===== src/hdl/lkvc_pkg.sv =====
`timescale 1ns / 1ps
// Types and constants shared by the LRU key/value cache.
// No dependencies; compiled before all other files.
package lkvc_pkg;

   localparam int CAP_W = 5;
   localparam logic [CAP_W-1:0] CAPACITY_RESET = 5'd16;

   localparam logic REQ_GET = 1'b0;
   localparam logic REQ_PUT = 1'b1;

   localparam logic signed [31:0] READ_MISS = -32'sd1;

   typedef struct packed {
      logic               req_type;
      logic signed [31:0] key;
      logic signed [31:0] value;
   } req_payload_type;

   typedef struct packed {
      logic               hit;
      logic signed [31:0] read_value;
      logic               evicted;
      logic signed [31:0] evicted_key;
   } rsp_payload_type;

   typedef logic [CAP_W-1:0] csr_payload_type;

endpackage


===== src/hdl/lkvc_stream_if.sv =====
`timescale 1ns / 1ps
// Valid/ready channel carrying one payload per transfer.
// The payload type is a parameter; the cache uses types from lkvc_pkg.
interface lkvc_stream_if #(
   parameter type payload_type = logic
);
   logic        valid;
   logic        ready;
   payload_type payload;

   modport source (output valid, output payload, input ready);
   modport sink (input valid, input payload, output ready);
endinterface


===== src/hdl/lru_key_value_cache.sv =====
`timescale 1ns / 1ps
// Top level of the fully associative LRU key/value cache.
// Depends on lkvc_pkg and lkvc_stream_if.

// The cache takes one get or put request per cycle and returns one response for
// each, registered, in the cycle after the request transfer at the earliest. The key
// compare across all entries, the recency rank update and the state write all
// complete in the cycle of the request transfer, so a request may follow in the
// next cycle and sees the updated contents. A request is taken whenever the
// response register is empty or is being emptied in the same cycle. Capacity
// is written through the csr channel, which is always ready; write it only
// while no request is outstanding.
module lru_key_value_cache #(
   parameter int ENTRIES = 16
) (
   input logic               clock,
   input logic               reset,
   lkvc_stream_if.sink       req,
   lkvc_stream_if.source     rsp,
   lkvc_stream_if.sink       csr
);
   import lkvc_pkg::*;

   localparam int IDX_W = (ENTRIES > 1) ? $clog2(ENTRIES) : 1;
   localparam int CNT_W = $clog2(ENTRIES + 1);
   localparam int CMP_W = ((CNT_W > CAP_W) ? CNT_W : CAP_W) + 1;

   logic [ENTRIES-1:0]     valid_ff, valid_in;
   logic signed [31:0]     key_ff [ENTRIES];
   logic signed [31:0]     key_in [ENTRIES];
   logic signed [31:0]     value_ff [ENTRIES];
   logic signed [31:0]     value_in [ENTRIES];
   logic [IDX_W-1:0]       rank_ff [ENTRIES];
   logic [IDX_W-1:0]       rank_in [ENTRIES];
   logic [CNT_W-1:0]       count_ff, count_in;
   logic [CAP_W-1:0]       cap_ff, cap_in;
   logic                   rsp_valid_ff, rsp_valid_in;
   rsp_payload_type        rsp_data_ff, rsp_data_in;

   req_payload_type        rq;
   logic                   accept;
   logic [ENTRIES-1:0]     match;
   logic                   hit_any;
   logic [IDX_W-1:0]       hit_idx;
   logic                   free_any;
   logic [IDX_W-1:0]       free_idx;
   logic [IDX_W-1:0]       victim_idx;
   logic [IDX_W-1:0]       oldest_rank;
   logic [CMP_W-1:0]       cap_eff;
   logic [CMP_W-1:0]       count_ext;
   logic                   full;
   logic                   do_promote;
   logic                   do_insert;
   logic [IDX_W-1:0]       tgt_idx;
   logic [IDX_W-1:0]       tgt_rank;

   assign rq       = req.payload;
   assign req.ready = !rsp_valid_ff || rsp.ready;
   assign accept   = req.valid && req.ready;
   assign csr.ready = 1'b1;

   assign rsp.valid   = rsp_valid_ff;
   assign rsp.payload = rsp_data_ff;

   always_comb begin
      hit_any    = 1'b0;
      hit_idx    = '0;
      free_any   = 1'b0;
      free_idx   = '0;
      victim_idx = '0;
      oldest_rank = IDX_W'(count_ff - CNT_W'(1));
      for (int i = ENTRIES - 1; i >= 0; i--) begin
         match[i] = valid_ff[i] && (key_ff[i] == rq.key);
         if (match[i]) begin
            hit_any = 1'b1;
            hit_idx = IDX_W'(i);
         end
         if (!valid_ff[i]) begin
            free_any = 1'b1;
            free_idx = IDX_W'(i);
         end
         if (valid_ff[i] && rank_ff[i] == oldest_rank) begin
            victim_idx = IDX_W'(i);
         end
      end
   end

   always_comb begin
      cap_eff = CMP_W'(cap_ff);
      if (cap_eff == '0) begin
         cap_eff = CMP_W'(1);
      end
      if (cap_eff > CMP_W'(ENTRIES)) begin
         cap_eff = CMP_W'(ENTRIES);
      end
      count_ext = CMP_W'(count_ff);
      full      = count_ext >= cap_eff;
   end

   always_comb begin
      valid_in     = valid_ff;
      key_in       = key_ff;
      value_in     = value_ff;
      rank_in      = rank_ff;
      count_in     = count_ff;
      cap_in       = cap_ff;
      rsp_valid_in = rsp_valid_ff;
      rsp_data_in  = rsp_data_ff;
      do_promote   = 1'b0;
      do_insert    = 1'b0;
      tgt_idx      = hit_idx;
      tgt_rank     = rank_ff[hit_idx];

      if (csr.valid) begin
         cap_in = csr.payload;
      end

      if (rsp.ready) begin
         rsp_valid_in = 1'b0;
      end

      if (accept) begin
         rsp_valid_in            = 1'b1;
         rsp_data_in.hit         = hit_any;
         rsp_data_in.read_value  = '0;
         rsp_data_in.evicted     = 1'b0;
         rsp_data_in.evicted_key = '0;
         if (hit_any) begin
            do_promote = 1'b1;
            if (rq.req_type == REQ_PUT) begin
               value_in[hit_idx] = rq.value;
            end else begin
               rsp_data_in.read_value = value_ff[hit_idx];
            end
         end else if (rq.req_type == REQ_GET) begin
            rsp_data_in.read_value = READ_MISS;
         end else if (full) begin
            do_promote              = 1'b1;
            tgt_idx                 = victim_idx;
            tgt_rank                = oldest_rank;
            rsp_data_in.evicted     = 1'b1;
            rsp_data_in.evicted_key = key_ff[victim_idx];
            key_in[victim_idx]      = rq.key;
            value_in[victim_idx]    = rq.value;
         end else if (free_any) begin
            do_insert          = 1'b1;
            tgt_idx            = free_idx;
            valid_in[free_idx] = 1'b1;
            key_in[free_idx]   = rq.key;
            value_in[free_idx] = rq.value;
            count_in           = count_ff + CNT_W'(1);
         end
      end

      for (int i = 0; i < ENTRIES; i++) begin
         if (IDX_W'(i) == tgt_idx) begin
            if (do_promote || do_insert) begin
               rank_in[i] = '0;
            end
         end else if (valid_ff[i]) begin
            if ((do_promote && rank_ff[i] < tgt_rank) || do_insert) begin
               rank_in[i] = rank_ff[i] + IDX_W'(1);
            end
         end
      end
   end

   always_ff @(posedge clock) begin
      if (reset) begin
         valid_ff     <= '0;
         count_ff     <= '0;
         cap_ff       <= CAPACITY_RESET;
         rsp_valid_ff <= 1'b0;
      end else begin
         valid_ff     <= valid_in;
         count_ff     <= count_in;
         cap_ff       <= cap_in;
         rsp_valid_ff <= rsp_valid_in;
      end
   end

   always_ff @(posedge clock) begin
      key_ff      <= key_in;
      value_ff    <= value_in;
      rank_ff     <= rank_in;
      rsp_data_ff <= rsp_data_in;
   end

endmodule


===== src/flat_wrapper.sv =====
// flat-port wrapper written by rule: the top's interface ports become plain ports
module lru_key_value_cache_flat import lkvc_pkg::*;
#(
   parameter int ENTRIES = 16
)
  (clock, reset, req_valid, req_payload, req_ready, rsp_valid, rsp_payload, rsp_ready, csr_valid, csr_payload, csr_ready);
  lkvc_stream_if #(.payload_type(req_payload_type)) req_i ();
  lkvc_stream_if #(.payload_type(rsp_payload_type)) rsp_i ();
  lkvc_stream_if #(.payload_type(csr_payload_type)) csr_i ();
  input logic clock;
  input logic reset;
  input wire logic [$bits(req_i.valid)-1:0] req_valid;
  input wire logic [$bits(req_i.payload)-1:0] req_payload;
  output wire logic [$bits(req_i.ready)-1:0] req_ready;
  output wire logic [$bits(rsp_i.valid)-1:0] rsp_valid;
  output wire logic [$bits(rsp_i.payload)-1:0] rsp_payload;
  input wire logic [$bits(rsp_i.ready)-1:0] rsp_ready;
  input wire logic [$bits(csr_i.valid)-1:0] csr_valid;
  input wire logic [$bits(csr_i.payload)-1:0] csr_payload;
  output wire logic [$bits(csr_i.ready)-1:0] csr_ready;
  assign req_i.valid = req_valid;
  assign req_i.payload = req_payload;
  assign req_ready = req_i.ready;
  assign rsp_valid = rsp_i.valid;
  assign rsp_payload = rsp_i.payload;
  assign rsp_i.ready = rsp_ready;
  assign csr_i.valid = csr_valid;
  assign csr_i.payload = csr_payload;
  assign csr_ready = csr_i.ready;
  lru_key_value_cache #(.ENTRIES(ENTRIES)) u_core (.clock(clock), .reset(reset), .req(req_i), .rsp(rsp_i), .csr(csr_i));
endmodule

===== config.mk =====
export PLATFORM = sky130hd
export DESIGN_NAME = lru_key_value_cache_flat
export DESIGN_NICKNAME = d
export VERILOG_FILES = /design/src/hdl/lkvc_pkg.sv /design/src/hdl/lkvc_stream_if.sv /design/src/hdl/lru_key_value_cache.sv /design/src/flat_wrapper.sv
export SDC_FILE = /design/constraint.sdc
export NUM_CORES = 2
export LEC_CHECK = 0
export BUFFER_PORTS_ARGS = -buffer_cell sky130_fd_sc_hd__buf_2
export CAP_MARGIN = 5
export CORE_MARGIN = 2
export CORE_UTILIZATION = 40
export DETAILED_ROUTE_END_ITERATION = 16
export SETUP_SLACK_MARGIN = 0.2
export SYNTH_ARGS = -nofsm -noshare
export SYNTH_HDL_FRONTEND = slang
export SYNTH_SLANG_ARGS = --single-unit

===== constraint.sdc =====
create_clock -name clock -period 12.3 [get_ports clock]
set_clock_uncertainty 0.15 [all_clocks]
set_input_delay 2.46 -clock clock [delete_from_list [all_inputs] [get_ports clock]]
set_output_delay 2.46 -clock clock [all_outputs]
set_load 0.05 [all_outputs]

==> metrics.md <==
| Metric | Value |
|---|---|
| Avg Inst Size Synth | `11.3 um2` |
| Post-synth EDFFs | `1,154` |
| First-pass GRT wire length | `361,000 um` |
| Antenna violations before repair | `33` |
| CP Capture Type | `flip-flop` |
| Max-slew headroom | `-0.0933` |
| Syn Nets | `6,003` |
| Hold Crit Class | `reg -> reg` |
| Dominant synthesized flop cell | `edfxtp_1` |
| Worst vdd ir | `0.148 mV` |
| FF+latch count, synth | `1,181` |
| Max FO, Critical Path | `41` |
| Yosys top cell by area | `edfxtp_1` |
| Distinct cells, synth | `85` |
| Port bufs | `142` |
| Vias in the first global route | `46,100` |
| Synth cell count leaders | `1,154 x edfxtp_1, 663 x and2_1, 487 x xor2_1` |
| Setup Viol. Count Final | `0` |
| Final ANT Viol Nets | `0` |
| Drt wl/cell | `32.0 um` |
| Ys async rst share | `0` |
| WS Path Type | `in -> reg` |
| Ratio of cells with drive above 1 in the final layout | `0.119` |
| CTS Buffer Depth | `3` |
| Initial Utilization | `0.402` |
| Worst skew pair latency | `0.82 ns` |
| Via count | `49,200` |
| Die Y | `411 um` |
| GRT overflow | `0` |
| PD cells | `125 mW/mm2` |
| CP arrival | `9.82 ns` |
| Number of gates resized after CTS | `0` |
| DRC | `0` |
| Post-placement setup slack | `2.12 ns` |
| Htree depth | `4` |
| DRT iter0 DRCs | `6,879` |
| Total GRT Usage | `0.301` |
| Min Tclk post-route | `9.52 ns` |
| Yosys warns | `0` |
| Num CTS Buffers | `138` |
| Site Rows | `149` |
| Post-CTS Repair Setup Buffers | `0` |
| Largest net degree at the start of global routing | `208` |
| Max-cap violations | `1` |
| Count leader, synth | `edfxtp_1` |
| Clock root buffer master | `clkbuf_16` |
| Status | `finished with violations` |
| Leak | `0.0257 uW` |
| Failing checks | `capacitance limit, slew limit` |
| Hold Buf Count CTS | `0` |
| Core ar. | `0.165 mm2` |
| Hold Violations, Final | `0` |
| Peak Freq | `0.105 GHz` |
| CTS tree | `yes` |
| Post-Route WL | `260,000 um` |
| Final #Nets | `5,954` |
| Total negative setup slack | `0 ns` |
| Clock Sink Count | `1,181` |
| Vias per cell | `6.06` |
| Post-Syn Area | `0.0661 mm2` |
| Die Footprint | `0.169 mm2` |
| Top post-synthesis cells by area | `edfxtp_1 52%, xor2_1 6.4%, and2_1 6.3%, mux2i_1 4.7%, nor2b_1 3.6%` |
| Startpoint types | `input pin` |
| Cells after Synth | `5,857` |
| Unrepaired setup endpoints after global routing | `false` |
| Fin crit share | `0.774` |
| DR pass1 iterations | `6` |
| Flop-to-flop setup slack | `4.04 ns` |
| Clk pin slew, worst setup/hold paths | `0.06 ns` |
| Fillers | `15,200` |
| Area delta synth->final | `11.3%` |
| Max-slew violations | `2` |
| Die width | `411 um` |
| I/O pins | `144` |
| Synth top area share | `0.524` |
| Final worst setup slack | `2.78 ns` |
| Sequential area share after synthesis | `0.532` |
| Post-DP HPWL | `171,000 um` |
| Worst Tran Pin Value | `1.64 ns` |
| Fin util | `0.447` |
| Worst EP required | `12.60 ns` |
| Routability Congestion | `0.994` |
==> cell type report <==
cell class,count,area (um2),area share
antenna,7,17.5,0.000238
sequential,1181,35200,0.478
inverter,26,97.6,0.00133
clock inverter,77,617,0.00838
clock buffer,175,3680,0.0499
tap,2189,2740,0.0372
timing repair buffer,301,1960,0.0266
multi-input combinational,4160,29300,0.398
==> per-layer routing <==
layer	wire [um]	GRT usage	vias to the layer above	share of wire
li1	-	-	21100	-
met1	110000	0.427	24800	0.42
met2	112000	0.446	2731	0.43
met3	27200	0.0731	478	0.10
met4	10300	0.114	12	0.040
met5	88	0	-	0.00034
==> cell usage in the layout, fill, tap and decap left out, types with 13 or more instances in the layout <==
cell          n
a2111oi_0    36
a2111oi_2    13
a21oi_1     280
a21oi_4      14
a22oi_1      36
a311o_1      15
a31oi_1      78
and2_1      661
buf_2       144
buf_4       150
clkbuf_1     32
clkbuf_16   141
clkinv_1     41
clkinv_2     17
dfxtp_1      27
edfxtp_1   1154
ha_1         71
inv_1        23
mux2_2      104
mux2i_1     311
nand2_1     226
nand2b_1     20
nand3_1      67
nand4_1      63
nand4b_1     16
nor2_1      327
nor2b_1     372
nor3_1      193
nor3b_1      60
nor4_1      188
o211ai_1     54
o21ai_0      43
o21ai_4      15
o221ai_1     20
o22a_1       29
o31ai_1      16
or3_1        17
or4_1        22
xnor2_1     109
xor2_1      487
==> kinds of logic after synthesis <==
kind of cell    after synthesis  synth area share
mux                         418            0.0653
fa+ha+maj                    71            0.0134
simple gates               2309             0.195
compound gates              751            0.0744
xor+xnor                    610            0.0835
flops                      1181             0.532
other cells                   1         0.0000567
buf+inv                     516            0.0359
==> path summary, 6_finish.rpt <==
check,startpoint,endpoint,depth (start not counted)
worst max register to register,u_core.count_ff[0]$_SDFFE_PP0P_,u_core.rsp.payload[2]$_SDFFCE_PP0P_,19
worst min-delay path,u_core.count_ff[4]$_SDFFE_PP0P_,u_core.count_ff[4]$_SDFFE_PP0P_,2
worst min register to register,u_core.count_ff[4]$_SDFFE_PP0P_,u_core.count_ff[4]$_SDFFE_PP0P_,2
worst max-delay path,req_payload[51],u_core.rank_ff[57]$_SDFFCE_PN0P_,19
==> worst max-delay path, cell delays in order <==
cell      delay (ns)
buf_2           0.70
xor2_1          0.31
nor4_1          0.48
nand4_1         0.20
or4_1           0.78
nand2_1         0.41
a21oi_4         0.04
buf_4           0.31
nor2_1          0.46
and2_2          0.95
a22oi_1         0.29
o21ai_0         0.15
nor3_1          0.08
nor2_2          0.86
ha_1            0.41
o211ai_1        0.21
a311o_1         0.15
o221ai_1        0.11
a21oi_1         0.38
==> metrics by stage <==
step	hold slack (ns)	power, uW	instance area (um2)	instances
after floorplan	0.311	5000	66100	5857
after global placement	0.342	5310	69300	7853
after detailed placement	0.364	5310	69300	7854
after CTS	0.383	9270	73600	8106
after global routing	0.424	9470	73600	8110
final	0.381	9240	73600	8116
==> power by group <==
| group | leakage, uW | internal (uW) | switching [uW] | total [uW] |
|---|---|---|---|---|
| Combinational | 0.0124 | 208 | 571 | 779 |
| Clock | 0.00208 | 2230 | 1760 | 3990 |
| Sequential | 0.0112 | 4440 | 27.5 | 4470 |
| Total | 0.0257 | 6880 | 2360 | 9240 |
==> flip-flops by register name, summed over array words and instances, names as in the netlist <==
name                flops
u_core.cap_ff           5
u_core.count_ff         5
u_core.key_ff         512
u_core.rank_ff         64
u_core.rsp.payload     66
u_core.rsp.valid        1
u_core.valid_ff        16
u_core.value_ff       512
Power figures use the tool's default switching activity.
